## src/rtl/core/lpfs_pkg.sv

```systemverilog
// Package for the length-prefixed frame splitter.
// Holds the frame layout constants, the parse phase type and the result struct.
// No dependencies.
package lpfs_pkg;

    // frame layout
    localparam int LENGTH_BYTES  = 4;
    localparam int ADDRESS_BYTES = 4;
    localparam int HEADER_BYTES  = 2 * ADDRESS_BYTES;

    // counter and field widths
    localparam int CNT_W  = 32;
    localparam int ADDR_W = 32;
    localparam int BYTE_W = 8;

    // parse phases
    typedef enum logic [1:0] {
        PH_LENGTH  = 2'd0,
        PH_HEADER  = 2'd1,
        PH_PAYLOAD = 2'd2,
        PH_SKIP    = 2'd3
    } t_phase;

    // one result item
    typedef struct packed {
        logic [ADDR_W-1:0] target_addr;
        logic [ADDR_W-1:0] sub_addr;
        logic [BYTE_W-1:0] payload_byte;
        logic              has_data;
        logic              message_end;
        logic              short_error;
    } t_result;

    // place one byte into a little-endian word at byte position pos
    function automatic logic [ADDR_W-1:0] le_insert(
        input logic [ADDR_W-1:0] acc,
        input logic [1:0]        pos,
        input logic [BYTE_W-1:0] b
    );
        logic [ADDR_W-1:0] ext;
        ext = {{(ADDR_W-BYTE_W){1'b0}}, b};
        return acc | (ext << {pos, 3'b000});
    endfunction

endpackage

```

## src/rtl/core/lpfs_parse.sv

```systemverilog
// Frame parser: phase state machine, byte counter and captured header fields.
// Consumes one byte per enable and produces at most one result item.
// Depends on lpfs_pkg.
module lpfs_parse import lpfs_pkg::*; (
    input  logic              i_clk,
    input  logic              i_rst_n,
    input  logic              i_en,
    input  logic [BYTE_W-1:0] i_byte,
    output logic              o_res_valid,
    output t_result           o_res
);

    t_phase            r_phase, n_phase;
    logic [CNT_W-1:0]  r_cnt, n_cnt;
    logic [CNT_W-1:0]  r_decl, n_decl;
    logic [ADDR_W-1:0] r_first, n_first;
    logic [ADDR_W-1:0] r_second, n_second;
    logic [CNT_W-1:0]  cnt_inc;
    logic [CNT_W-1:0]  decl_base;
    logic [CNT_W-1:0]  sub_pos;

    assign cnt_inc = CNT_W'(r_cnt + 1'b1);
    assign sub_pos = CNT_W'(r_cnt - CNT_W'(ADDRESS_BYTES));

    // state registers
    always_ff @(posedge i_clk) begin
        if (!i_rst_n) begin
            r_phase  <= PH_LENGTH;
            r_cnt    <= '0;
            r_decl   <= '0;
            r_first  <= '0;
            r_second <= '0;
        end else if (i_en) begin
            r_phase  <= n_phase;
            r_cnt    <= n_cnt;
            r_decl   <= n_decl;
            r_first  <= n_first;
            r_second <= n_second;
        end
    end

    // next state and result
    // the payload phase keeps counting from the header size, so its end
    // test compares against the declared length directly
    always_comb begin
        n_phase     = r_phase;
        n_cnt       = cnt_inc;
        n_decl      = r_decl;
        n_first     = r_first;
        n_second    = r_second;
        o_res_valid = 1'b0;
        o_res       = '0;
        decl_base   = (r_cnt == '0) ? '0 : r_decl;
        unique case (r_phase)
            PH_LENGTH: begin
                n_decl = le_insert(decl_base, r_cnt[1:0], i_byte);
                if (cnt_inc >= CNT_W'(LENGTH_BYTES)) begin
                    n_cnt = '0;
                    if (n_decl < CNT_W'(HEADER_BYTES)) begin
                        n_phase           = (n_decl == '0) ? PH_LENGTH : PH_SKIP;
                        o_res_valid       = 1'b1;
                        o_res.message_end = 1'b1;
                        o_res.short_error = 1'b1;
                    end else begin
                        n_first  = '0;
                        n_second = '0;
                        n_phase  = PH_HEADER;
                    end
                end
            end
            PH_HEADER: begin
                if (r_cnt < CNT_W'(ADDRESS_BYTES))
                    n_first = le_insert(r_first, r_cnt[1:0], i_byte);
                else
                    n_second = le_insert(r_second, sub_pos[1:0], i_byte);
                if (cnt_inc >= CNT_W'(HEADER_BYTES)) begin
                    if (r_decl == CNT_W'(HEADER_BYTES)) begin
                        n_cnt             = '0;
                        n_phase           = PH_LENGTH;
                        o_res_valid       = 1'b1;
                        o_res.target_addr = n_first;
                        o_res.sub_addr    = n_second;
                        o_res.message_end = 1'b1;
                    end else begin
                        n_phase = PH_PAYLOAD;
                    end
                end
            end
            PH_PAYLOAD: begin
                o_res_valid        = 1'b1;
                o_res.target_addr  = r_first;
                o_res.sub_addr     = r_second;
                o_res.payload_byte = i_byte;
                o_res.has_data     = 1'b1;
                if (cnt_inc >= r_decl) begin
                    o_res.message_end = 1'b1;
                    n_cnt             = '0;
                    n_phase           = PH_LENGTH;
                end
            end
            PH_SKIP: begin
                if (cnt_inc >= r_decl) begin
                    n_cnt   = '0;
                    n_phase = PH_LENGTH;
                end
            end
            default: begin
                n_phase = PH_LENGTH;
                n_cnt   = '0;
            end
        endcase
    end

endmodule

```

## src/rtl/core/lpfs_out_reg.sv

```systemverilog
// Output register for result items with valid/ready handshake.
// Holds one finished result until the receiver takes it.
// Depends on lpfs_pkg.
module lpfs_out_reg import lpfs_pkg::*; (
    input  logic    i_clk,
    input  logic    i_rst_n,
    input  logic    i_load,
    input  t_result i_res,
    input  logic    i_ready,
    output logic    o_valid,
    output t_result o_res
);

    logic    r_valid;
    t_result r_res;

    // valid flag
    always_ff @(posedge i_clk) begin
        if (!i_rst_n) begin
            r_valid <= 1'b0;
        end else if (i_load) begin
            r_valid <= 1'b1;
        end else if (i_ready) begin
            r_valid <= 1'b0;
        end
    end

    // payload
    always_ff @(posedge i_clk) begin
        if (i_load) begin
            r_res <= i_res;
        end
    end

    assign o_valid = r_valid;
    assign o_res   = r_res;

endmodule

```

## src/rtl/core/length_prefixed_frame_splitter.sv

```systemverilog
// Top level of the length-prefixed frame splitter.
// Instantiates the parser and the output register; depends on lpfs_pkg.
//
// Usage:
//   Input channel (i_in_valid / o_in_ready) carries one stream byte per item.
//   Each message is a 4-byte little-endian length (header plus payload), two
//   4-byte little-endian addresses, then the payload. Output channel
//   (o_out_valid / i_out_ready) gives one item per payload byte tagged with
//   both addresses, message_end on the last one. An empty payload gives one
//   marker item; a length below the header size gives one short_error item
//   and the declared number of following bytes are dropped.
//   An item that produces a result passes from the input register through
//   the parser into the output register.
//   Throughput: one byte per cycle unless the receiver stalls, set by the
//   combinational parse step between the input and output registers.
//   Reset (synchronous, active low) returns the parser to the length phase
//   and empties both registers.
//   When the receiver stalls with a result held, the input register still
//   drains bytes that give no result; o_in_ready drops once a waiting byte
//   needs the occupied output slot.
module length_prefixed_frame_splitter import lpfs_pkg::*; (
    input  logic              i_clk,
    input  logic              i_rst_n,
    input  logic              i_in_valid,
    output logic              o_in_ready,
    input  logic [BYTE_W-1:0] i_stream_byte,
    output logic              o_out_valid,
    input  logic              i_out_ready,
    output logic [ADDR_W-1:0] o_target_addr,
    output logic [ADDR_W-1:0] o_sub_addr,
    output logic [BYTE_W-1:0] o_payload_byte,
    output logic              o_has_data,
    output logic              o_message_end,
    output logic              o_short_error
);

    logic              r_in_valid;
    logic [BYTE_W-1:0] r_in_byte;
    logic              res_valid;
    t_result           res;
    t_result           out_res;
    logic              advance;

    // the held byte moves on when it gives no result or the output slot frees
    assign advance    = r_in_valid && (!res_valid || !o_out_valid || i_out_ready);
    assign o_in_ready = !r_in_valid || advance;

    // input register
    always_ff @(posedge i_clk) begin
        if (!i_rst_n) begin
            r_in_valid <= 1'b0;
        end else if (o_in_ready) begin
            r_in_valid <= i_in_valid;
        end
    end

    always_ff @(posedge i_clk) begin
        if (i_in_valid && o_in_ready) begin
            r_in_byte <= i_stream_byte;
        end
    end

    // parser
    lpfs_parse u_parse (
        .i_clk       (i_clk),
        .i_rst_n     (i_rst_n),
        .i_en        (advance),
        .i_byte      (r_in_byte),
        .o_res_valid (res_valid),
        .o_res       (res)
    );

    // result register
    lpfs_out_reg u_out (
        .i_clk   (i_clk),
        .i_rst_n (i_rst_n),
        .i_load  (advance && res_valid),
        .i_res   (res),
        .i_ready (i_out_ready),
        .o_valid (o_out_valid),
        .o_res   (out_res)
    );

    assign o_target_addr  = out_res.target_addr;
    assign o_sub_addr     = out_res.sub_addr;
    assign o_payload_byte = out_res.payload_byte;
    assign o_has_data     = out_res.has_data;
    assign o_message_end  = out_res.message_end;
    assign o_short_error  = out_res.short_error;

endmodule
```

## config.mk

```make
export PLATFORM = sky130hd
export DESIGN_NAME = length_prefixed_frame_splitter
export DESIGN_NICKNAME = d
export VERILOG_FILES = /design/src/rtl/core/lpfs_pkg.sv /design/src/rtl/core/lpfs_parse.sv /design/src/rtl/core/lpfs_out_reg.sv /design/src/rtl/core/length_prefixed_frame_splitter.sv
export SDC_FILE = /design/constraint.sdc
export NUM_CORES = 1
export LEC_CHECK = 0
export BUFFER_PORTS_ARGS = -buffer_cell sky130_fd_sc_hd__buf_2
export CORE_ASPECT_RATIO = 1.2
export CORE_MARGIN = 2
export CORE_UTILIZATION = 60
export CTS_CLUSTER_SIZE = 25
export DETAILED_ROUTE_END_ITERATION = 6
export GPL_TIMING_DRIVEN = 0
export PLACE_DENSITY = 0.8
export SLEW_MARGIN = 20
export SYNTH_ARGS = -nofsm -noshare
export SYNTH_HDL_FRONTEND = slang
export SYNTH_HIERARCHICAL = 1
export SYNTH_SLANG_ARGS = --single-unit
```

## constraint.sdc

```tcl
create_clock -name i_clk -period 7.7 [get_ports i_clk]
set_clock_uncertainty 0.1 [all_clocks]
set_input_delay 0.385 -clock i_clk [delete_from_list [all_inputs] [get_ports i_clk]]
set_output_delay 0.385 -clock i_clk [all_outputs]
set_load 0.05 [all_outputs]
```

; After elaboration in Yosys (flattened, before gate mapping)
; Cells that the tools add are included.
[word_totals]
reg_bits = 215
out_inout_bits = 77
wordCells = 87
[op_classes]
addsub = 2
order_cmp = 5
eq_ne = 8
n_shift = 2
muxes = 34
n_bitwise = 3
n_reduce_logical = 19
[op_table]
columns = op, n
row1 = two-way mux 32 bit, 9
row2 = two-way mux 64 bit, 2
row3 = case mux 32 bit (2 select lines), 2
row4 = case mux 64 bit (2 select lines), 1
row5 = OR 32 bit, 3
row6 = case mux 32 bit (3 select lines), 1
row7 = zero test 32 bit, 2
row8 = left shift 8 x 5 -> 32 bit, 2
row9 = adder 32 x 1 -> 32 bit (second input constant), 1
row10 = equality test 32 x 4 -> 1 bit (second input constant), 1
row11 = greater-or-equal comparator 32 x 3 -> 1 bit (second input constant), 1
row12 = greater-or-equal comparator 32 bit, 1
row13 = greater-or-equal comparator 32 x 4 -> 1 bit (second input constant), 1
row14 = less-than comparator 32 x 3 -> 1 bit (second input constant), 1
row15 = less-than comparator 32 x 4 -> 1 bit (second input constant), 1
row16 = two-way mux 2 bit, 8
row17 = two-way mux 1 bit, 8
row18 = AND reduction 4 bit, 2
row19 = inequality test 2 x 1 -> 1 bit (second input constant), 3
row20 = case mux 1 bit (3 select lines), 2
row21 = case mux 2 bit (3 select lines), 1
row22 = equality test 2 bit (second input constant), 2
row23 = AND reduction 2 bit, 2
row24 = nonzero test 2 bit, 2
row25 = 8 further kinds, 14

; Depth between registers and ports, before layout
; Gate-level depths: netlist (run 1).
[logic_depth]
word_depth = 13
depth_mapped = 19

; By module
; The synthesis (run 1) kept the hierarchy.
[by_module_without_submodules]
columns = module, n_inst, cells_per_inst, area_per_inst_um2, seq_area_each_um2
row1 = lpfs_parse, 1, 973, 7813.7, 2602.5
row2 = lpfs_out_reg, 1, 78, 2293.4, 2272.2
row3 = length_prefixed_frame_splitter, 1, 17, 322.8, 260.2

; Worst setup path after synthesis (run 1)
; OpenSTA, ideal clock, no wires.
[synth_path]
kind = register to register
from = register u_parse.r_cnt[0]
to = register u_out.r_res, in the netlist u_out/o_res[0] (enable)
setup_time_ns = 0.510
arrival_ns = 5.776
required_ns = 7.090
setup_slack_ns = 1.314
stages_incl_launch_ff = 14
n_path_buf = 0
period_less_slack_ns = 6.386
cell_sequence = dfxtp_1 > ha_1 > and3_1 > nand4_1 > nor3_1 > and3_1 > xnor2_1 > nand3b_1 > o31ai_2 > nor2_2 > nor2_1 > a21oi_1 > nand2_1 > nor2_1
[synth_between]
elab_chain_cells = 12
word_cells_on_any_way = 17
[synth_rtl]
columns = item, line_no
row1 = "start, declared", lpfs_parse.sv:14  ; logic [CNT_W-1:0] r_cnt, n_cnt;
row2 = "start signal, assigned", lpfs_parse.sv:35  ; r_cnt <= n_cnt;
row3 = "parallel branches: the longest is 6 deep, another holds adder 32 x 1 -> 32 bit", -
row4 = case mux 1 bit (3 select lines) *, lpfs_parse.sv:54  ; unique case (r_phase)
row5 = named net res_valid, length_prefixed_frame_splitter.sv:39  ; logic res_valid;
row6 = zero test 1 bit, length_prefixed_frame_splitter.sv:45  ; assign advance = r_in_valid && (!res_valid || !o_out_valid || i_out_ready);
row7 = logical OR 1 bit (2 in series), length_prefixed_frame_splitter.sv:45
row8 = logical AND 1 bit, length_prefixed_frame_splitter.sv:45
row9 = logical AND 1 bit *, length_prefixed_frame_splitter.sv:77  ; .i_load (advance && res_valid),
row10 = "end signal, assigned", lpfs_out_reg.sv:31  ; r_res <= i_res;
row11 = "end, declared", lpfs_out_reg.sv:15  ; t_result r_res;
; Mark *: on every way through the listed nets, which the timed path passes.
; A chain may end at the register's enable or synchronous reset.

; Worst setup path in the final report (run 1)
[layout_path]
from = register u_parse.r_cnt[0]
to = register u_parse.r_first[3]
[layout_between]
elab_chain_cells = 12
word_cells_on_any_way = 23
[layout_rtl]
columns = item, line_no
row1 = "parallel branches: the longest is 6 deep, another holds adder 32 x 1 -> 32 bit", -
row2 = case mux 1 bit (3 select lines) *, lpfs_parse.sv:54
row3 = named net res_valid, length_prefixed_frame_splitter.sv:39
row4 = zero test 1 bit *, length_prefixed_frame_splitter.sv:45
row5 = logical OR 1 bit * (2 in series), length_prefixed_frame_splitter.sv:45
row6 = logical AND 1 bit *, length_prefixed_frame_splitter.sv:45
row7 = named net advance, length_prefixed_frame_splitter.sv:42  ; logic advance;
row8 = AND reduction 4 bit (no line) *, -
row9 = "end signal, assigned", lpfs_parse.sv:37  ; r_first <= n_first;
row10 = "end, declared", lpfs_parse.sv:16  ; logic [ADDR_W-1:0] r_first, n_first;
; Marks and branches as above.

==> results of run 1 <==
==> state kept, by name (all words and copies together) (netlist names) <==
register	count
u_parse/r_second	32
r_in_valid	1
r_in_byte	8
u_out/o_valid	1
u_parse/r_phase	2
u_parse/r_first	32
u_out/o_res	75
u_parse/r_decl	32
u_parse/r_cnt	32
==> stage by stage <==
stage	util	cell area, um2	TNS, ns	setup slack [ns]
floorplan	-	10430	0	1.314
global placement	0.6561	11140	-39.58	-0.5344
detailed placement	0.6589	11190	0	1.858
CTS	0.7065	12000	0	1.812
global route	0.7065	12000	0	1.375
finish	0.7065	12000	0	1.574
==> logic make-up (layout without fill, tap and decap cells) <==
group	count (synthesis)	in the layout	share of synthesized area
simple gates	395	395	0.2039
compound gates	245	245	0.1723
flops	215	215	0.4923
buf+inv	139	277	0.05482
fa+ha+maj	38	38	0.04559
xor+xnor	32	32	0.02687
mux	4	4	0.004198
==> cell type report <==
type / instances / area, um2
Buffer: 87 / 376.6
Tap cell: 216 / 270.3
Clock inverter: 11 / 100.1
Fill cell: 1297 / 4985
Sequential cell: 215 / 5135
Inverter: 52 / 195.2
Timing Repair Buffer: 98 / 560.5
Clock buffer: 29 / 628.1
Multi-Input combinational cell: 714 / 4731
==> worst paths after layout <==
kind / startpoint / to / depth (start not counted)
worst max register to register: u_parse/r_cnt[0] / u_parse/r_first[3] / 18
worst max-delay path: u_parse/r_cnt[0] / u_parse/r_first[3] / 18
worst min register to register: u_parse/r_first[5] / u_parse/r_first[5] / 2
worst min-delay path: i_in_valid / r_in_valid / 3
==> per-layer routing <==
metal,global-route usage,wire length [um],vias to the layer above
met3,0.04353,2108,111
met1,0.3613,10710,4173
met4,0.1500,1363,0
li1,-,-,4167
met2,0.5290,14050,469
met5,0,0,-
==> worst min-delay path, delay by kind of cell <==
kind            cells  cell delay [ns]
buf+inv             2             0.14
compound gates      1             0.05
==> power breakdown <==
| part | switching [mW] | internal (mW) | total (mW) |
|---|---|---|---|
| clock | 0.463 | 0.615 | 1.08 |
| sequential | 0.0106 | 1.18 | 1.19 |
| combinational | 0.0807 | 0.0349 | 0.116 |
==> cells in the mapped netlist (5+ instances only) <==
library cell and n:
nand3_1 17, o21ai_0 25, nor2_1 132, xor2_1 13, dfxtp_1 132, nor4_1 18, buf_2 26, xnor2_1 19
and4_1 9, nor3_1 16, a22o_1 20, nand2_1 41, a21o_1 7, a22oi_1 33, clkbuf_1 54, nor2b_1 35
nand4_1 17, edfxtp_1 83, and3_1 30, a211oi_1 5, a21oi_1 47, a31oi_1 5, ha_1 38, inv_1 52
and2_1 52, a41oi_1 62, o21ai_1 7
==> results.sh, run 1 <==
export IMPL_status="finished, violations left"
export IMPL_failed_checks="design-rule violations"
export IMPL_ioPinCount=89
export IMPL_holdWs_ns=0.02470
export IMPL_slew_headroom=0.4574
export IMPL_nets=1240
export IMPL_fmax_mhz=163.3
export IMPL_ys_warn_count=6
export IMPL_cp_data_arrival_time_ns=6.40
export IMPL_antenna_found_initial=0
export IMPL_grt_pass1_vias=8608
export IMPL_synth_top_area_frac=0.2534
export IMPL_fin_crit_ns=6.126
export IMPL_worstPathRequired_ns=7.97
export IMPL_overflow=0
export IMPL_worst_path_max_delay_cell="o21ai_1"
export IMPL_synthCells=1068
export IMPL_fp_dieArea_um2=18460
export IMPL_mostFrequentLayoutCells="dfxtp_1 (132), nor2_1 (131), buf_2 (114)"
export IMPL_fin_cells=1422
export IMPL_fp_dieW_um=124.4
export IMPL_place_gp_congestion=0.9682
export IMPL_drt_initial_drc_count=990
export IMPL_layout_drive_gt1_share=0.1493
export IMPL_cts_post_setup_buffers_inserted=0
export IMPL_total_power_mw=2.386
export IMPL_via_count=8920
export IMPL_yosys_cell_types_count=73
export IMPL_ir_worst_vdd_mv=0.1629
export IMPL_clock_path_buffers=3
export IMPL_period_share=0.7955
export IMPL_synth_nets=1118
export IMPL_final_max_slew_viol_count=0
export IMPL_numCtsBuffers=22
export IMPL_clk_pin_slew_worst_paths_ns=0.07
export IMPL_via_per_inst=6.273
export IMPL_max_cap_violations=0
export IMPL_r2r_slack_ns=1.57
export IMPL_finalWirelength_mm=28.23
export IMPL_finalHoldViolCount=0
export IMPL_io_buffers=88
export IMPL_cts_sinks=215
export IMPL_critPathLaunchType="flop"
export IMPL_tightest_slew_ns=0.8065
export IMPL_num_rows=52
export IMPL_crit_chain="ha_1 > nand3_1 > nor4_4 > nand2_2 > xnor2_1 > a211oi_1 > nand4_2 > o31ai_2 > nor2_2 > nor2_1 > a21oi_1 > a21boi_0 > and2_1 > clkbuf_1 > nand2_1 > o21ai_1 > clkbuf_1 > nor2_1"
export IMPL_layout_commonest_cell="dfxtp_1"
export IMPL_wl_per_cell_um=19.85
export IMPL_start_util=0.6142
export IMPL_p_leak_nw=4.707
export IMPL_async_flop_share=0
export IMPL_diodes=0
export IMPL_crit_buf_inv=2
export IMPL_core_um2=16980
export IMPL_area_growth_pct=15.02
export IMPL_cp_max_fo=10
export IMPL_place_inst=1374
export IMPL_cp_top_family="compound AO/OA/AOI/OAI gates"
export IMPL_grt_use_total=0.3004
export IMPL_hp_class="input port to flop"
export IMPL_dr_pass1_iters=7
export IMPL_cpPeakStageDelay_ns=0.63
export IMPL_grt_max_degree=32
export IMPL_crit_type="flop to flop"
export IMPL_postRouteAntennaNets=0
export IMPL_drc_errors=1
export IMPL_end_kind="flop"
export IMPL_yosysSeqAreaShare=0.4923
export IMPL_hpwlAfterDp_mm=20.56
export IMPL_synth_area_leaders="dfxtp_1 (25%), edfxtp_1 (24%), a41oi_1 (5.2%), nor2_1 (4.8%), ha_1 (4.6%)"
export IMPL_fp_dieH_um=148.4
export IMPL_cts_hold_buf=8
export IMPL_ys_ff_latch=215
export IMPL_cts_root_buf="clkbuf_16"
export IMPL_powerDensity_nw_per_um2=198.9
export IMPL_synth_top_cell_by_area="dfxtp_1"
export IMPL_clock_latency_ns=0.51
export IMPL_synth_ff_type="dfxtp_1"
export IMPL_cts_tree="yes"
export IMPL_avgSynthCellArea_um2=9.766
export IMPL_setup_viol=0
export IMPL_synth_area_um2=10430
export IMPL_synth_edf_count=83
export IMPL_htreeDepth=1
export IMPL_grt_pass1_wl_mm=44.99
export IMPL_grt_setup_unrepaired="false"
export IMPL_cts_resized=0
No activity file was read; power rests on OpenSTA's default activity.
==> inputs of run 2 (changes only) <==
==> constraint.sdc (replaced) <==
create_clock -name i_clk -period 6.05 [get_ports i_clk]
set_clock_uncertainty 0.1 [all_clocks]
set_input_delay 0.3025 -clock i_clk [delete_from_list [all_inputs] [get_ports i_clk]]
set_output_delay 0.3025 -clock i_clk [all_outputs]
set_load 0.05 [all_outputs]
==> results.sh, run 2 (synthesis gave the netlist of run 1 again) <==
export IMPL_overflow=0
export IMPL_worstPathRequired_ns=6.31
export IMPL_grt_setup_unrepaired="false"
export IMPL_p_leak_nw=4.709
export IMPL_num_rows=52
export IMPL_fillers=1300
export IMPL_via_count=8971
export IMPL_cts_tree="yes"
export IMPL_tightest_slew_ns=0.8586
export IMPL_cts_root_buf="clkbuf_16"
export IMPL_nets=1242
export IMPL_dpl_instance_area_um2=11190
export IMPL_mostFrequentLayoutCells="dfxtp_1 (132), nor2_1 (131), buf_2 (114)"
export IMPL_largest_reg_flops=75
export IMPL_fp_dieH_um=148.4
export IMPL_grt_pass1_wl_mm=45.08
export IMPL_seq_area_um2=5135
export IMPL_powerDensity_nw_per_um2=248.0
export IMPL_grt_pass1_vias=8746
export IMPL_layout_drive_gt1_share=0.1465
export IMPL_fp_dieArea_um2=18460
export IMPL_diodes=0
export IMPL_multiInputGateArea_um2=4743
export IMPL_startpoint="u_parse/r_cnt[0]"
export IMPL_clk_pin_slew_worst_paths_ns=0.06
export IMPL_max_cap_violations=0
export IMPL_finalHoldViolCount=0
export IMPL_hpwlAfterDp_mm=20.74
export IMPL_dr_max_layer_used="met4"
export IMPL_finalWirelength_mm=28.02
export IMPL_dr_pass1_iters=6
export IMPL_hp_class="input port to flop"
export IMPL_routed_wl_met3_mm=1.854
export IMPL_ir_worst_vdd_mv=0.1825
export IMPL_period_share=0.9351
export IMPL_clock_path_buffers=3
export IMPL_setup_viol=0
export IMPL_area_growth_pct=14.98
export IMPL_grt_max_degree=32
export IMPL_drt_met1_wl_mm=10.76
export IMPL_final_util=0.7062
export IMPL_final_max_slew_viol_count=0
export IMPL_clock_latency_ns=0.50
export IMPL_htreeDepth=1
export IMPL_ioPinCount=89
export IMPL_slew_headroom=0.4224
export IMPL_crit_type="flop to flop"
export IMPL_fmax_mhz=176.8
export IMPL_worstHoldStart="i_out_ready"
export IMPL_layout_commonest_cell="dfxtp_1"
export IMPL_numCtsBuffers=22
export IMPL_worstRegToRegCells=18
export IMPL_wl_per_cell_um=19.67
export IMPL_critPathLaunchType="flop"
export IMPL_cp_max_fo=10
export IMPL_finalWorstSetupSlack_ns=0.3925
export IMPL_fin_crit_ns=5.658
export IMPL_fp_dieW_um=124.4
export IMPL_core_um2=16980
export IMPL_cts_sinks=215
export IMPL_cp_data_arrival_time_ns=5.92
export IMPL_stdcell_area_um2=11990
export IMPL_start_util=0.6142
export IMPL_end_kind="flop"
export IMPL_grt_use_total=0.2991
export IMPL_r2r_slack_ns=0.39
export IMPL_crit_end="u_parse/r_first[10]"
export IMPL_drt_initial_drc_count=775
export IMPL_preCtsSetupSlack_ns=0.2454
export IMPL_antenna_found_initial=0
export IMPL_via_per_inst=6.300
export IMPL_status="finished, final reports clean"
export IMPL_postRouteAntennaNets=0
export IMPL_io_buffers=88
export IMPL_place_gp_congestion=0.9195
export IMPL_reg2reg_to="u_parse/r_first[10]"
export IMPL_regToRegStartpoint="u_parse/r_cnt[0]"
export IMPL_drc_errors=0
export IMPL_route_met2_wl_mm=14.01
-- run 2: critical path, cell delays in order (launching register included) --
cell and delay [ns]:
dfxtp_1 0.39, ha_1 0.34, nand3_1 0.28, nor4_4 0.32, nand2_2 0.19, xnor2_1 0.25
a211oi_1 0.52, nand4_2 0.35, o31ai_2 0.33, nor2_2 0.16, nor2_1 0.17, a21oi_1 0.15
a21boi_1 0.35, and2_1 0.18, clkbuf_1 0.28, nand2_1 0.12, o21ai_2 0.43, clkbuf_1 0.46
nor2_1 0.13
-- run 2: power by group --
part           internal, mW  leakage, nW  switching (mW)
sequential             1.50         1.90          0.0155
clock                 0.750        0.329           0.557
combinational        0.0455         2.48           0.103
total                  2.30         4.71           0.675
-- run 2: area by class of cell --
type,count,area share
sequential,215,0.4282
multi-input combinational,714,0.3955
clock buffer,29,0.05070
timing repair buffer,100,0.04841
buffer,87,0.03151
tap,216,0.02254
inverter,52,0.01628
clock inverter,11,0.006886
-- run 2: worst min path at each step --
stage / slack (ns) / cells past startpoint / to
4_1_cts: 0.05 / 3 / u_out/o_valid
6_report: 0.05 / 3 / u_out/o_valid
3_5_place_dp: 0.35 / 2 / u_parse/r_first[18]
2_1_floorplan: 0.30 / 0 / r_in_byte[0]
3_3_place_gp: 0.35 / 2 / u_parse/r_first[18]
5_1_grt: 0.07 / 3 / u_out/o_valid
-- run 2: routing by layer --
layer,GRT usage,vias up
met1,0.3526,4271
li1,-,4148
met3,0.04101,110
met5,0,-
met2,0.5317,442
met4,0.1596,0
-- run 2: metrics by stage --
stage / TNS [ns] / power (mW) / std cells / hold WS (ns)
6_report: 0 / 2.974 / 1424 / 0.04923
5_1_grt: 0 / 3.051 / 1424 / 0.07029
4_1_cts: 0 / 2.976 / 1424 / 0.05106
3_5_place_dp: 0 / 1.688 / 1374 / 0.3535
3_3_place_gp: -30.45 / 1.686 / 1372 / 0.3452
2_1_floorplan: 0 / 1.635 / 1068 / 0.3014
-- run 2: timing repair --
action,in CTS,in global routing
hold endpoints to repair,10,0
hold buffers,10,0
resized for setup,0,5
buffers inserted,0,0
endpoints found under the setup margin,0,60
